`src/rtl/adcpdc_pkg.sv`:
```
`default_nettype none

package adcpdc_pkg;

  localparam int unsigned HISTORY_DEPTH  = 8;
  localparam int unsigned CODE_W         = 18;
  localparam int unsigned DATA_W         = 32;
  localparam int unsigned DIV_STEPS      = DATA_W;
  localparam int unsigned DIV_CNT_W      = $clog2(DIV_STEPS);

  localparam logic [7:0]  POLL_THRESHOLD = 8'd32;
  localparam logic [7:0]  MASK_18B       = 8'h03;
  localparam logic [7:0]  MASK_14B       = 8'h3f;
  localparam logic [7:0]  MASK_12B       = 8'h0f;
  localparam int unsigned READY_BIT      = 7;

  localparam logic CMD_TICK    = 1'b0;
  localparam logic CMD_START   = 1'b1;
  localparam logic KIND_SAMPLE = 1'b0;
  localparam logic KIND_ERROR  = 1'b1;

  typedef enum logic [1:0] {
    RES_12 = 2'd0,
    RES_14 = 2'd1,
    RES_16 = 2'd2,
    RES_18 = 2'd3
  } res_e;

  typedef enum logic [1:0] {
    GAIN_X1 = 2'd0,
    GAIN_X2 = 2'd1,
    GAIN_X4 = 2'd2,
    GAIN_X8 = 2'd3
  } gain_e;

  typedef enum logic [1:0] {
    REG_CAL_OFFSET = 2'd0,
    REG_GAIN_MUL   = 2'd1,
    REG_GAIN_DIV   = 2'd2,
    REG_NONE       = 2'd3
  } cfg_reg_e;

  typedef enum logic [1:0] {
    ST_IDLE,
    ST_MUL,
    ST_DIV,
    ST_DONE
  } ctl_state_e;

  typedef struct packed {
    logic load;
    logic mul;
    logic div_step;
    logic out_load;
  } dp_cmd_t;

  typedef struct packed {
    logic result;
    logic error;
    logic div_last;
    logic out_free;
  } dp_sts_t;

endpackage

`default_nettype wire

```
`src/rtl/adcpdc_ctrl.sv`:
```
`default_nettype none

module adcpdc_ctrl
  import adcpdc_pkg::*;
(
  input  logic    clk_i,
  input  logic    rst_ni,
  input  logic    in_valid_i,
  output logic    in_ready_o,
  input  dp_sts_t sts_i,
  output dp_cmd_t cmd_o
);

  ctl_state_e state_q, state_d;

  always_ff @(posedge clk_i or negedge rst_ni) begin
    if (!rst_ni) begin
      state_q <= ST_IDLE;
    end else begin
      state_q <= state_d;
    end
  end

  always_comb begin
    state_d = state_q;
    unique case (state_q)
      ST_IDLE: begin
        if (in_valid_i && sts_i.result) begin
          state_d = sts_i.error ? ST_DONE : ST_MUL;
        end
      end
      ST_MUL: begin
        state_d = ST_DIV;
      end
      ST_DIV: begin
        if (sts_i.div_last) begin
          state_d = ST_DONE;
        end
      end
      ST_DONE: begin
        if (sts_i.out_free) begin
          state_d = ST_IDLE;
        end
      end
      default: state_d = ST_IDLE;
    endcase
  end

  always_comb begin
    in_ready_o     = 1'b0;
    cmd_o          = '0;
    unique case (state_q)
      ST_IDLE: begin
        in_ready_o = 1'b1;
        cmd_o.load = in_valid_i;
      end
      ST_MUL:  cmd_o.mul = 1'b1;
      ST_DIV:  cmd_o.div_step = 1'b1;
      ST_DONE: cmd_o.out_load = sts_i.out_free;
      default: cmd_o = '0;
    endcase
  end

endmodule

`default_nettype wire

```
`src/rtl/adcpdc_dp.sv`:
```
`default_nettype none

module adcpdc_dp
  import adcpdc_pkg::*;
(
  input  logic                clk_i,
  input  logic                rst_ni,
  input  logic                cfg_we_i,
  input  logic [1:0]          cfg_idx_i,
  input  logic [DATA_W-1:0]   cfg_data_i,
  input  logic                cmd_i,
  input  logic [7:0]          tick_amount_i,
  input  logic [15:0]         conversion_count_i,
  input  logic [7:0]          rx_byte_first_i,
  input  logic [7:0]          rx_byte_second_i,
  input  logic [7:0]          rx_byte_third_i,
  input  logic [7:0]          rx_byte_fourth_i,
  input  logic                bus_nack_i,
  input  logic                out_ready_i,
  input  dp_cmd_t             ctl_cmd_i,
  output dp_sts_t             sts_o,
  output logic                out_valid_o,
  output logic                kind_o,
  output logic [CODE_W-1:0]   raw_code_o,
  output logic [DATA_W-1:0]   scaled_value_o,
  output logic [1:0]          resolution_code_o,
  output logic [1:0]          gain_code_o,
  output logic                last_sample_o
);

  // configuration
  logic [CODE_W-1:0] cal_offset_q;
  logic [DATA_W-1:0] gain_mul_q;
  logic [DATA_W-1:0] gain_div_q;

  // block state
  logic              running_q;
  logic [7:0]        acc_q;
  logic [15:0]       remaining_q;
  logic [1:0]        res_q;
  logic [1:0]        gain_q;
  logic [CODE_W-1:0] hist_q [HISTORY_DEPTH];

  // per-word work registers
  logic              err_q;
  logic              last_q;
  logic              zero_q;
  logic [CODE_W-1:0] code_q;
  logic [CODE_W-1:0] diff_q;
  logic [DATA_W-1:0] quo_q;
  logic [DATA_W-1:0] rem_q;
  logic [DIV_CNT_W-1:0] cnt_q;

  // output register
  logic              out_valid_q;
  logic              kind_q;
  logic [CODE_W-1:0] raw_q;
  logic [DATA_W-1:0] scaled_q;
  logic [1:0]        ores_q;
  logic [1:0]        ogain_q;
  logic              olast_q;

  logic              is_start;
  logic [7:0]        acc_sum;
  logic              poll;
  logic              conv_busy;
  logic [1:0]        res_new;
  logic [CODE_W-1:0] code_new;
  logic              sample;
  logic [CODE_W+DATA_W-1:0] prod;
  logic [DATA_W:0]   trial;
  logic              ge;
  logic [DATA_W:0]   rem_sub;

  assign is_start  = (cmd_i == CMD_START);
  assign acc_sum   = acc_q + tick_amount_i;
  assign poll      = (acc_sum >= POLL_THRESHOLD);
  assign conv_busy = rx_byte_fourth_i[READY_BIT];
  assign res_new   = rx_byte_fourth_i[3:2];
  assign sample    = !is_start && running_q && poll && !bus_nack_i && !conv_busy;

  always_comb begin
    unique case (res_e'(res_new))
      RES_18:  code_new = {rx_byte_first_i[1:0] & MASK_18B[1:0], rx_byte_second_i,
                           rx_byte_third_i};
      RES_16:  code_new = {2'b00, rx_byte_first_i, rx_byte_second_i};
      RES_14:  code_new = {4'h0, rx_byte_first_i[5:0] & MASK_14B[5:0], rx_byte_second_i};
      RES_12:  code_new = {6'h00, rx_byte_first_i[3:0] & MASK_12B[3:0], rx_byte_second_i};
      default: code_new = '0;
    endcase
  end

  always_comb begin
    sts_o.result   = is_start ? bus_nack_i
                              : (running_q && poll && (bus_nack_i || !conv_busy));
    sts_o.error    = bus_nack_i;
    sts_o.div_last = (cnt_q == DIV_CNT_W'(DIV_STEPS - 1));
    sts_o.out_free = !out_valid_q || out_ready_i;
  end

  assign prod    = diff_q * gain_mul_q;
  assign trial   = {rem_q, quo_q[DATA_W-1]};
  assign ge      = (trial >= {1'b0, gain_div_q});
  assign rem_sub = trial - {1'b0, gain_div_q};

  always_ff @(posedge clk_i or negedge rst_ni) begin
    if (!rst_ni) begin
      cal_offset_q <= '0;
      gain_mul_q   <= DATA_W'(1);
      gain_div_q   <= DATA_W'(1);
    end else if (cfg_we_i) begin
      unique case (cfg_reg_e'(cfg_idx_i))
        REG_CAL_OFFSET: cal_offset_q <= cfg_data_i[CODE_W-1:0];
        REG_GAIN_MUL:   gain_mul_q   <= cfg_data_i;
        REG_GAIN_DIV:   gain_div_q   <= cfg_data_i;
        default: ;
      endcase
    end
  end

  always_ff @(posedge clk_i or negedge rst_ni) begin
    if (!rst_ni) begin
      running_q   <= 1'b0;
      acc_q       <= '0;
      remaining_q <= '0;
      res_q       <= RES_18;
      gain_q      <= GAIN_X8;
      for (int i = 0; i < HISTORY_DEPTH; i++) begin
        hist_q[i] <= '0;
      end
    end else if (ctl_cmd_i.load) begin
      if (is_start) begin
        if (!bus_nack_i) begin
          running_q   <= 1'b1;
          remaining_q <= conversion_count_i;
        end
      end else if (running_q) begin
        acc_q <= poll ? 8'd0 : acc_sum;
        if (sample) begin
          res_q  <= res_new;
          gain_q <= rx_byte_fourth_i[1:0];
          for (int i = HISTORY_DEPTH - 1; i > 0; i--) begin
            hist_q[i] <= hist_q[i-1];
          end
          hist_q[0] <= code_new;
          if (remaining_q == 16'd1) begin
            running_q   <= 1'b0;
            remaining_q <= '0;
          end else if (remaining_q != 16'd0) begin
            remaining_q <= remaining_q - 16'd1;
          end
        end
      end
    end
  end

  always_ff @(posedge clk_i) begin
    if (ctl_cmd_i.load) begin
      err_q  <= bus_nack_i;
      code_q <= code_new;
      last_q <= (remaining_q == 16'd1);
      zero_q <= (code_new <= cal_offset_q);
      diff_q <= code_new - cal_offset_q;
    end
    if (ctl_cmd_i.mul) begin
      quo_q <= prod[DATA_W-1:0];
      rem_q <= '0;
      cnt_q <= '0;
    end else if (ctl_cmd_i.div_step) begin
      quo_q <= {quo_q[DATA_W-2:0], ge};
      rem_q <= ge ? rem_sub[DATA_W-1:0] : trial[DATA_W-1:0];
      cnt_q <= cnt_q + DIV_CNT_W'(1);
    end
  end

  always_ff @(posedge clk_i or negedge rst_ni) begin
    if (!rst_ni) begin
      out_valid_q <= 1'b0;
    end else if (ctl_cmd_i.out_load) begin
      out_valid_q <= 1'b1;
    end else if (out_ready_i) begin
      out_valid_q <= 1'b0;
    end
  end

  always_ff @(posedge clk_i) begin
    if (ctl_cmd_i.out_load) begin
      kind_q   <= err_q ? KIND_ERROR : KIND_SAMPLE;
      raw_q    <= err_q ? '0 : code_q;
      scaled_q <= (err_q || zero_q) ? '0 : quo_q;
      ores_q   <= err_q ? 2'd0 : res_q;
      ogain_q  <= err_q ? 2'd0 : gain_q;
      olast_q  <= !err_q && last_q;
    end
  end

  assign out_valid_o       = out_valid_q;
  assign kind_o            = kind_q;
  assign raw_code_o        = raw_q;
  assign scaled_value_o    = scaled_q;
  assign resolution_code_o = ores_q;
  assign gain_code_o       = ogain_q;
  assign last_sample_o     = olast_q;

endmodule

`default_nettype wire

```
`src/rtl/adc_sample_poll_decode_calibrate_top.sv`:
```
// A sample word, once accepted, passes through a multiply, 32 steps of the
//   serial divider and one output load before it is valid at the output.
// An error word goes straight to the output load; words with no result give no output.
// One word at a time, held by output stalls: the next word waits for the output load.
// Reset (rst_ni, async low): idle, not running, accumulator and count cleared,
//   18-bit resolution and x8 gain, history zeroed, registers 0 / 1 / 1.
`default_nettype none

module adc_sample_poll_decode_calibrate_top
  import adcpdc_pkg::*;
(
  input  logic                clk_i,
  input  logic                rst_ni,
  input  logic                cfg_we_i,
  input  logic [1:0]          cfg_idx_i,
  input  logic [DATA_W-1:0]   cfg_data_i,
  input  logic                in_valid_i,
  output logic                in_ready_o,
  input  logic                cmd_i,
  input  logic [7:0]          tick_amount_i,
  input  logic [15:0]         conversion_count_i,
  input  logic [7:0]          rx_byte_first_i,
  input  logic [7:0]          rx_byte_second_i,
  input  logic [7:0]          rx_byte_third_i,
  input  logic [7:0]          rx_byte_fourth_i,
  input  logic                bus_nack_i,
  output logic                out_valid_o,
  input  logic                out_ready_i,
  output logic                kind_o,
  output logic [CODE_W-1:0]   raw_code_o,
  output logic [DATA_W-1:0]   scaled_value_o,
  output logic [1:0]          resolution_code_o,
  output logic [1:0]          gain_code_o,
  output logic                last_sample_o
);

  dp_cmd_t dp_cmd;
  dp_sts_t dp_sts;

  adcpdc_ctrl u_ctrl (
    .clk_i      (clk_i),
    .rst_ni     (rst_ni),
    .in_valid_i (in_valid_i),
    .in_ready_o (in_ready_o),
    .sts_i      (dp_sts),
    .cmd_o      (dp_cmd)
  );

  adcpdc_dp u_dp (
    .clk_i              (clk_i),
    .rst_ni             (rst_ni),
    .cfg_we_i           (cfg_we_i),
    .cfg_idx_i          (cfg_idx_i),
    .cfg_data_i         (cfg_data_i),
    .cmd_i              (cmd_i),
    .tick_amount_i      (tick_amount_i),
    .conversion_count_i (conversion_count_i),
    .rx_byte_first_i    (rx_byte_first_i),
    .rx_byte_second_i   (rx_byte_second_i),
    .rx_byte_third_i    (rx_byte_third_i),
    .rx_byte_fourth_i   (rx_byte_fourth_i),
    .bus_nack_i         (bus_nack_i),
    .out_ready_i        (out_ready_i),
    .ctl_cmd_i          (dp_cmd),
    .sts_o              (dp_sts),
    .out_valid_o        (out_valid_o),
    .kind_o             (kind_o),
    .raw_code_o         (raw_code_o),
    .scaled_value_o     (scaled_value_o),
    .resolution_code_o  (resolution_code_o),
    .gain_code_o        (gain_code_o),
    .last_sample_o      (last_sample_o)
  );

endmodule

`default_nettype wire

```
`config.mk`:
```
export PLATFORM = sky130hd
export DESIGN_NAME = adc_sample_poll_decode_calibrate_top
export DESIGN_NICKNAME = d
export VERILOG_FILES = /design/src/rtl/adcpdc_pkg.sv /design/src/rtl/adcpdc_ctrl.sv /design/src/rtl/adcpdc_dp.sv /design/src/rtl/adc_sample_poll_decode_calibrate_top.sv
export SDC_FILE = /design/constraint.sdc
export NUM_CORES = 1
export LEC_CHECK = 0
export ABC_CLOCK_PERIOD_IN_PS = 18000
export BUFFER_PORTS_ARGS = -buffer_cell sky130_fd_sc_hd__buf_2
export CAP_MARGIN = 30
export CORE_UTILIZATION = 35
export CTS_CLUSTER_SIZE = 12
export DETAILED_ROUTE_END_ITERATION = 7
export MAX_ROUTING_LAYER = met4
export SYNTH_ARGS = -nofsm -noshare
export SYNTH_HDL_FRONTEND = slang
export SYNTH_HIERARCHICAL = 1
export SYNTH_SLANG_ARGS = --single-unit
```
`constraint.sdc`:
```
create_clock -name clk_i -period 18 [get_ports clk_i]
set_clock_uncertainty 0.05 [all_clocks]
set_input_delay 2.7 -clock clk_i [delete_from_list [all_inputs] [get_ports clk_i]]
set_output_delay 2.7 -clock clk_i [all_outputs]
set_load 0.005 [all_outputs]
```
==> flow_summary_export.csv, run 1 <==
group,metric,value,unit
status,status,"complete, no violations",
place,dp_hpwl,48700,um
logic_synthesis,synthCells,2746,
sta,relSlewSlack,32.0,%
drt,wirelength,66000,um
setup_path,start_kind,"register",
drt,drt_pass1_iterations,5,
logic_synthesis,syn_nets,3312,
clocking,hold_buffers,0,
logic_synthesis,synth_ff_type,"edfxtp_1",
die,fp.dieW,278,um
layout,drive_gt1_share,13.5,%
clocking,cts_buffers,31,
die,ios,155,
logic_synthesis,syn_area_per_cell,9.69,um2
setup_path,path_cells,"nand2_1, fa_1, fa_1, fa_1, inv_1, fa_1, fa_1, inv_1, fa_1, inv_1, ha_1, a21o_1, a21oi_1, o21ai_0, nor3_1, a21oi_1, o31ai_1, a2111oi_0, or3_1, a31oi_1",
clocking,clkTransAtPathRegs,60,ps
layout,mostFrequentLayoutCells,"506 x inv_1, 368 x nand2_1, 336 x fa_1",
setup_path,crit_arrival,7850,ps
place,portBuffers,151,
global_routing,met3_usage,3.34,%
sta,tightest_slew,1020,ps
sta,finalHoldViolations,0,
global_routing,met2_usage,27.3,%
clocking,cts-root-buf,"clkbuf_16",
global_routing,met1_usage,24.8,%
logic_synthesis,netlist_area,26600,um2
setup_path,critPathMaxFanout,19,
drt,drtAntennaViolNets,0,
die,row_count,100,
layout,area_delta_synth_final,10.4,%
sta,slew_viol_final,0,
place,gp_congestion,0.863,
die,dieHeight,278,um
die,die-area,77100,um2
global_routing,antenna_found_initial,5,
setup_path,critPathMaxStageDelay,950,ps
drt,wl_per_cell,17.2,um
logic_synthesis,async_flop_share,41.0,%
clocking,clkSinkCount,278,
setup_path,critPathCaptureType,"register",
sta,timing.fmax,133,MHz
clocking,cts_setup_buffers,0,
setup_path,critPathBufInv,3,
global_routing,grt_usage,17.9,%
global_routing,grt_max_degree,69,
sta,setup_viol_count_final,0,
logic_synthesis,yosys.cell_types.count,78,
layout,final_common_cell,"inv_1",
setup_path,cp.required,18340,ps
clocking,clkLatencyLatePin,590,ps
logic_synthesis,ys_warn_count,6,
clocking,cts_resized,0,
die,initial_core_util,35.6,%
global_routing,gr-total-overflow,0,
worst_hold_path,hp-class,"reg -> reg",
global_routing,grt_first_pass_wirelength,106000,um
clocking,tritoncts,"done",
job,drv_cap,0,
drt,via_per_inst,4.89,
layout,fillCellCount,7452,
drt,num_vias,18800,
sta,period_share,41.7,%
clocking,htree_num_levels,1,
logic_synthesis,ys_ff_latch,278,
global_routing,grt_busiest_layer,"met2",
setup_path,critical_path_class,"reg -> reg",
clocking,cts_max_path_buffers,3,
layout,nNetsFinal,3405,
drt,drt_iter0_drc,1122,
sta,fin_crit,7510,ps
global_routing,first_global_vias,19200,
setup_path,cpLargestDelayFamily,"adder cells",
setup_path,crit_path_top_delay_cell,"dfrtp_1",
die,core_area,74800,um2
setup_path,crit_path_frequent_cell,"fa_1",
sta,setup_tns,0,ps
logic_synthesis,synth_edf_count,127,
sta,rsz0062_at_grt,"false",
drt,route.detailed.drc,0,
logic_synthesis,ys_seq_area_share,27.9,%
==> stage by stage <==
step | std cells | utilization (%) | area, um2 | setup slack [ps] | hold WS, ps
after floorplan | 2746 | - | 26600 | 11400 | 374
after global placement | 3773 | 37.9 | 28300 | 10540 | 413
after detailed placement | 3774 | 37.9 | 28300 | 10480 | 434
after CTS | 3832 | 39.2 | 29300 | 10430 | 451
after global routing | 3837 | 39.2 | 29400 | 10200 | 469
final | 3838 | 39.3 | 29400 | 10490 | 446
==> metal layers <==
layer  up-vias  wire length, um
li1       8864                -
met1      9267            31100
met2       538            29000
met3        95             4330
met4         0             1460
met5         -                0
==> logic make-up after synthesis <==
group	after synthesis	share of synthesized area (%)
XOR/XNOR	91	3.00
multiplexers	128	5.31
adder cells (fa/ha/maj)	469	31.5
AO/OA/AOI/OAI	327	8.44
buffers and inverters	632	9.10
AND/OR/NAND/NOR	821	14.8
flip-flops	278	27.9
==> path summary, 6_finish.rpt <==
path                                                 start                                 to  slack (ps)  depth (start not counted)
min                            u_dp/rem_q[26]$_SDFFE_PP0P_        u_dp/rem_q[26]$_SDFFE_PP0P_         450                          2
min reg2reg                    u_dp/rem_q[26]$_SDFFE_PP0P_        u_dp/rem_q[26]$_SDFFE_PP0P_         450                          2
min in group asynchronous                           rst_ni   u_dp/remaining_q[13]$_DFFE_PN0P_        2100                          1
max in group asynchronous                           rst_ni  u_dp/cal_offset_q[12]$_DFFE_PN0P_       14430                          2
max reg2reg                u_dp/gain_mul_q[10]$_DFFE_PN0P_           u_dp/quo_q[31]$_DFFE_PP_       10490                         20
max                        u_dp/gain_mul_q[10]$_DFFE_PN0P_           u_dp/quo_q[31]$_DFFE_PP_       10490                         20
==> state kept, by name, summed over array words and instances (netlist names), 2 cells and up <==
name	count
u_dp/gain_div_q	32
u_dp/remaining_q	16
u_dp/gain_mul_q	32
u_dp/cal_offset_q	18
u_ctrl/state_q	2
u_dp/gain_code_o	2
u_dp/gain_q	2
u_dp/scaled_value_o	32
u_dp/cnt_q	5
u_dp/acc_q	8
u_dp/diff_q	18
u_dp/code_q	18
u_dp/quo_q	32
u_dp/resolution_code_o	2
u_dp/rem_q	32
u_dp/res_q	2
u_dp/raw_code_o	18
==> cell usage after synthesis, types with 8 or more instances <==
| cell | n | area share (%) |
|---|---|---|
| a21oi_1 | 81 | 1.5 |
| nand2b_1 | 10 | 0.24 |
| or3_1 | 8 | 0.19 |
| fa_1 | 336 | 25 |
| nand3_1 | 18 | 0.34 |
| a21oi_2 | 10 | 0.33 |
| mux2i_1 | 23 | 0.87 |
| o21a_1 | 15 | 0.42 |
| nand2_1 | 368 | 5.2 |
| ha_1 | 133 | 6.3 |
| xor2_1 | 24 | 0.79 |
| nor2_1 | 109 | 1.5 |
| a31oi_1 | 8 | 0.19 |
| a21o_1 | 31 | 0.87 |
| mux2_2 | 105 | 4.4 |
| nor3_1 | 33 | 0.62 |
| inv_1 | 506 | 7.1 |
| o211ai_1 | 13 | 0.37 |
| edfxtp_1 | 127 | 14 |
| dfxtp_1 | 37 | 2.8 |
| o31ai_1 | 12 | 0.34 |
| and2_1 | 177 | 4.2 |
| nor2b_1 | 48 | 1.1 |
| xnor2_1 | 67 | 2.2 |
| a211oi_2 | 10 | 0.47 |
| a211oi_1 | 21 | 0.59 |
| o21ai_0 | 68 | 1.3 |
| clkbuf_1 | 113 | 1.6 |
| dfrtp_1 | 108 | 10 |
==> cell type report <==
cell class	count	area, um2	share of cell area [%]
diodes	5	12.5	0.0426
clock buffers	50	928	3.16
clock inverters	8	67.6	0.230
inverters	506	1900	6.47
multi-input cells	1836	16800	57.2
flip-flops and latches	278	7410	25.2
well taps	969	1210	4.13
repair buffers	186	1040	3.53
==> tightest hold or removal path, stage by stage, from the launching register on <==
cell and delay (ps):
dfxtp_1 320, nand2b_1 70, a21oi_1 50
Power of run 1 is not shown: default switching activity piles up to over one toggle a cycle in this logic, so the estimate is an artifact.
==> run 2: changes to the inputs <==
- ABC_CLOCK_PERIOD_IN_PS: 18000 -> 6600
- clock period: 18 -> 6.6 ns (I/O delays scaled with it)
==> flow_summary_export.csv, run 2 (synthesis results as in run 1) <==
group,metric,value,unit
sta,fin_crit,6490,ps
layout,drive_gt1_share,19.8,%
setup_path,start_kind,"register",
die,ios,155,
layout,mostFrequentLayoutCells,"488 x inv_1, 367 x nand2_1, 324 x fa_1",
drt,num_vias,19200,
clocking,cts-root-buf,"clkbuf_16",
place,portBuffers,151,
setup_path,critical_path_class,"reg -> reg",
drt,drt_iter0_drc,1003,
die,row_count,100,
layout,final_common_cell,"inv_1",
global_routing,first_global_vias,20000,
sta,period_share,98.4,%
drt,wl_per_cell,17.0,um
layout,area_delta_synth_final,15.8,%
setup_path,critPathMaxFanout,5,
global_routing,grt_usage,18.1,%
die,initial_core_util,35.6,%
clocking,cts_buffers,30,
sta,relSlewSlack,43.8,%
global_routing,grt_first_pass_wirelength,109000,um
die,fp.dieW,278,um
setup_path,critPathCaptureType,"register",
sta,slew_viol_final,0,
die,dieHeight,278,um
global_routing,grt_max_degree,59,
clocking,tritoncts,"done",
die,core_area,74800,um2
clocking,clkSinkCount,278,
status,status,"complete, no violations",
clocking,clkTransAtPathRegs,60,ps
layout,nNetsFinal,3523,
clocking,cts_max_path_buffers,3,
setup_path,cp.required,6880,ps
clocking,clkLatencyLatePin,620,ps
drt,wirelength,67300,um
sta,tightest_slew,843,ps
global_routing,antenna_found_initial,3,
die,die-area,77100,um2
sta,finalHoldViolations,0,
drt,drtAntennaViolNets,0,
layout,stdcell_count,3955,
sta,timing.fmax,154,MHz
drt,drt_pass1_iterations,7,
place,gp_congestion,0.893,
drt,route.detailed.drc,0,
job,drv_cap,0,
worst_hold_path,hp-class,"in -> async",
global_routing,gr-total-overflow,0,
clocking,htree_num_levels,1,
setup_path,crit_arrival,6770,ps
sta,setup_viol_count_final,0,
place,dp_hpwl,52800,um
drt,via_per_inst,4.86,
place,place_inst,3870,
run 2: changes by cell type in the layout (fill, tap and decap cells not counted), sizes merged:
| cell | delta |
|---|---|
| buf | +118 |
| bufinv | +1 |
| clkbuf | -1 |
| clkinv | +4 |
| inv | -5 |
run 2: through the flow:
stage | hold WS, ps | setup TNS (ps) | cell area (um2) | utilization, % | setup slack [ps]
2_1_floorplan | 374 | 0 | 26600 | - | 4.66
3_3_place_gp | 413 | -555 | 29200 | 39.0 | -191
3_5_place_dp | 427 | -685 | 29200 | 39.0 | -261
4_1_cts | 436 | -63.8 | 30200 | 40.4 | -39.6
5_1_grt | 460 | -198 | 30800 | 41.2 | -64.1
6_report | 425 | 0 | 30800 | 41.2 | 109
run 2: what timing repair did:
action,4_1_cts,5_1_grt
hold buffers,0,0
gates resized for setup,9,100
gates cloned,0,3
pin swaps,0,65
setup endpoints to repair,5,7
buffers inserted,2,19
run 2: path summary, 6_finish.rpt:
| path | slack (ps) | to | cells after the start | start |
|---|---|---|---|---|
| max | 110 | u_dp/quo_q[28]$_DFFE_PP_ | 24 | u_dp/diff_q[6]$_DFFE_PP_ |
| min | 430 | u_dp/remaining_q[13]$_DFFE_PN0P_ | 1 | rst_ni |
| max reg2reg | 110 | u_dp/quo_q[28]$_DFFE_PP_ | 24 | u_dp/diff_q[6]$_DFFE_PP_ |
| min reg2reg | 440 | u_dp/acc_q[4]$_DFFE_PN0P_ | 2 | u_dp/acc_q[4]$_DFFE_PN0P_ |
| max in group asynchronous | 4720 | u_dp/gain_mul_q[6]$_DFFE_PN0P_ | 2 | rst_ni |
| min in group clk_i | 440 | u_dp/acc_q[4]$_DFFE_PN0P_ | 2 | u_dp/acc_q[4]$_DFFE_PN0P_ |
run 2: critical path: stages, from the launching register on:
cell      delay (ps)
edfxtp_1         430
buf_6            180
buf_4            140
and2_1           150
fa_2             560
inv_1             50
fa_2             340
fa_2             530
inv_1             50
fa_2             420
fa_1             540
inv_1             50
fa_1             410
inv_1            100
ha_4             200
buf_4            130
a21o_4           220
a211oi_4         290
a21oi_2          100
o211ai_1         280
a21oi_2          130
or3_4            340
a21oi_2          130
xnor2_1          100
mux2_2           260
run 2: metal layers:
metal	part of all wire (%)	global-route usage [%]	wire [um]
met4	2.1	3.53	1440
met3	5.9	3.48	3980
met1	46	24.2	31000
met2	46	28.7	30900
met5	0	-	0
run 2: final cells by class:
class / count / area, um2
Inverter: 506 / 1900
Timing Repair Buffer: 305 / 2130
Clock buffer: 48 / 886
Tap cell: 969 / 1210
Multi-Input combinational cell: 1836 / 17100
Clock inverter: 8 / 97.6
Antenna cell: 5 / 12.5
Fill cell: 7408 / 44000
Sequential cell: 278 / 7420
Power of run 2 is left out for the same reason.
==> run 3: changes to the inputs <==
- REMOVE_ABC_BUFFERS: unset -> 1
==> flow_summary_export.csv, run 3 (synthesis results as in run 1) <==
group,metric,value,unit
status,status,"complete, no violations",
die,die-area,77100,um2
place,dp_hpwl,52400,um
job,drv_cap,0,
sta,worst_hold_slack,301,ps
clocking,htree_num_levels,2,
drt,num_vias,19000,
global_routing,grt_usage,17.8,%
place,gp_congestion,0.903,
setup_path,cp.required,6850,ps
setup_path,critPathMaxFanout,7,
sta,period_share,98.3,%
setup_path,critPathCaptureType,"register",
setup_path,reg2reg_from,"u_dp/diff_q[7]$_DFFE_PP_",
drt,drt_iter0_drc,968,
setup_path,start_kind,"register",
sta,setup_viol_count_final,0,
global_routing,grt_first_pass_wirelength,106000,um
global_routing,gr-total-overflow,0,
drt,wirelength,65800,um
setup_path,critPathBufInv,6,
die,dieHeight,278,um
drt,route.detailed.drc,0,
drt,drtAntennaViolNets,0,
clocking,cts-root-buf,"clkbuf_16",
setup_path,path_cells,"buf_6, and2_4, fa_1, inv_2, fa_1, fa_1, inv_2, fa_1, fa_1, inv_2, fa_1, inv_2, ha_4, nand2_1, or4b_4, a21oi_4, o211ai_1, buf_4, a21oi_4, or3_1, a21oi_2, xnor2_1, mux2_2",
layout,stdcell_count,3975,
setup_path,rr_endpoint,"u_dp/quo_q[28]$_DFFE_PP_",
sta,tightest_slew,867,ps
clocking,cts_max_path_buffers,3,
setup_path,crit_path_top_delay_cell,"fa_1",
die,fp.dieW,278,um
worst_hold_path,hp-class,"in -> async",
clocking,clkSinkCount,278,
die,core_area,74800,um2
sta,relSlewSlack,42.2,%
drt,via_per_inst,4.79,
die,row_count,100,
setup_path,rr_worst_depth,23,
sta,timing.fmax,154,MHz
layout,drive_gt1_share,19.5,%
global_routing,first_global_vias,19500,
drt,wl_per_cell,16.6,um
clocking,clkTransAtPathRegs,60,ps
setup_path,cpLargestDelayFamily,"adder cells",
clocking,cts_buffers,34,
setup_path,critical_path.startpoint,"u_dp/diff_q[7]$_DFFE_PP_",
place,place_inst,3891,
setup_path,endpoint,"u_dp/quo_q[28]$_DFFE_PP_",
global_routing,grt_max_degree,66,
setup_path,critical_path_class,"reg -> reg",
setup_path,critPathMaxStageDelay,590,ps
clocking,tritoncts,"done",
sta,finalHoldViolations,0,
sta,rsz0062_at_grt,"true",
die,ios,155,
drt,drt_pass1_iterations,6,
global_routing,antenna_found_initial,2,
setup_path,rrSetupSlack,110,ps
sta,fin_crit,6490,ps
layout,nNetsFinal,3543,
clocking,clkLatencyLatePin,560,ps
layout,mostFrequentLayoutCells,"500 x inv_1, 366 x nand2_1, 332 x fa_1",
layout,final_common_cell,"inv_1",
setup_path,crit_path_frequent_cell,"fa_1",
die,initial_core_util,35.6,%
layout,area_delta_synth_final,16.5,%
setup_path,crit_cells,23,
place,portBuffers,151,
setup_path,crit_arrival,6740,ps
sta,slew_viol_final,0,
-- run 3: worst min path at each step --
stage                                      to  slack (ps)                      start
global route        u_dp/acc_q[4]$_DFFE_PN0P_         320                     rst_ni
global placement    u_dp/acc_q[2]$_DFFE_PN0P_         420  u_dp/acc_q[2]$_DFFE_PN0P_
CTS                 u_dp/acc_q[4]$_DFFE_PN0P_         430  u_dp/acc_q[4]$_DFFE_PN0P_
finish              u_dp/acc_q[7]$_DFFE_PN0P_         300                     rst_ni
floorplan           u_dp/acc_q[2]$_DFFE_PN0P_         400  u_dp/acc_q[2]$_DFFE_PN0P_
detailed placement  u_dp/acc_q[4]$_DFFE_PN0P_         420  u_dp/acc_q[4]$_DFFE_PN0P_
-- run 3: layout make-up --
cell class	instances	area, um2
well taps	969	1210
inverters	506	1900
flip-flops and latches	278	7420
diodes	3	7.51
repair buffers	321	2190
fillers	7407	43800
multi-input cells	1836	17100
clock inverters	18	240
clock buffers	44	918
-- run 3: repair_timing --
item | 4_1_cts | 5_1_grt
hold buffers | 0 | 0
resized for setup | 21 | 64
buffers inserted | 1 | 18
setup endpoints to repair | 3 | 6
pin swaps | 12 | 35
-- run 3: per-stage QoR --
stage / TNS (ps) / utilization (%) / setup WS [ps] / cell area (um2)
floorplan: 0 / - / 9.98 / 26100
global placement: -456 / 39.1 / -174 / 29300
detailed placement: -435 / 39.1 / -149 / 29300
CTS: 0 / 40.8 / 16.1 / 30500
global route: -408 / 41.4 / -117 / 31000
finish: 0 / 41.4 / 109 / 31000
-- run 3: metal layers --
metal / wire, um / track usage [%]
met1: 30900 / 24.0
met2: 30900 / 28.5
met3: 2630 / 2.07
met4: 1410 / 4.50
met5: 0 / -
Power of run 3 is left out for the same reason.
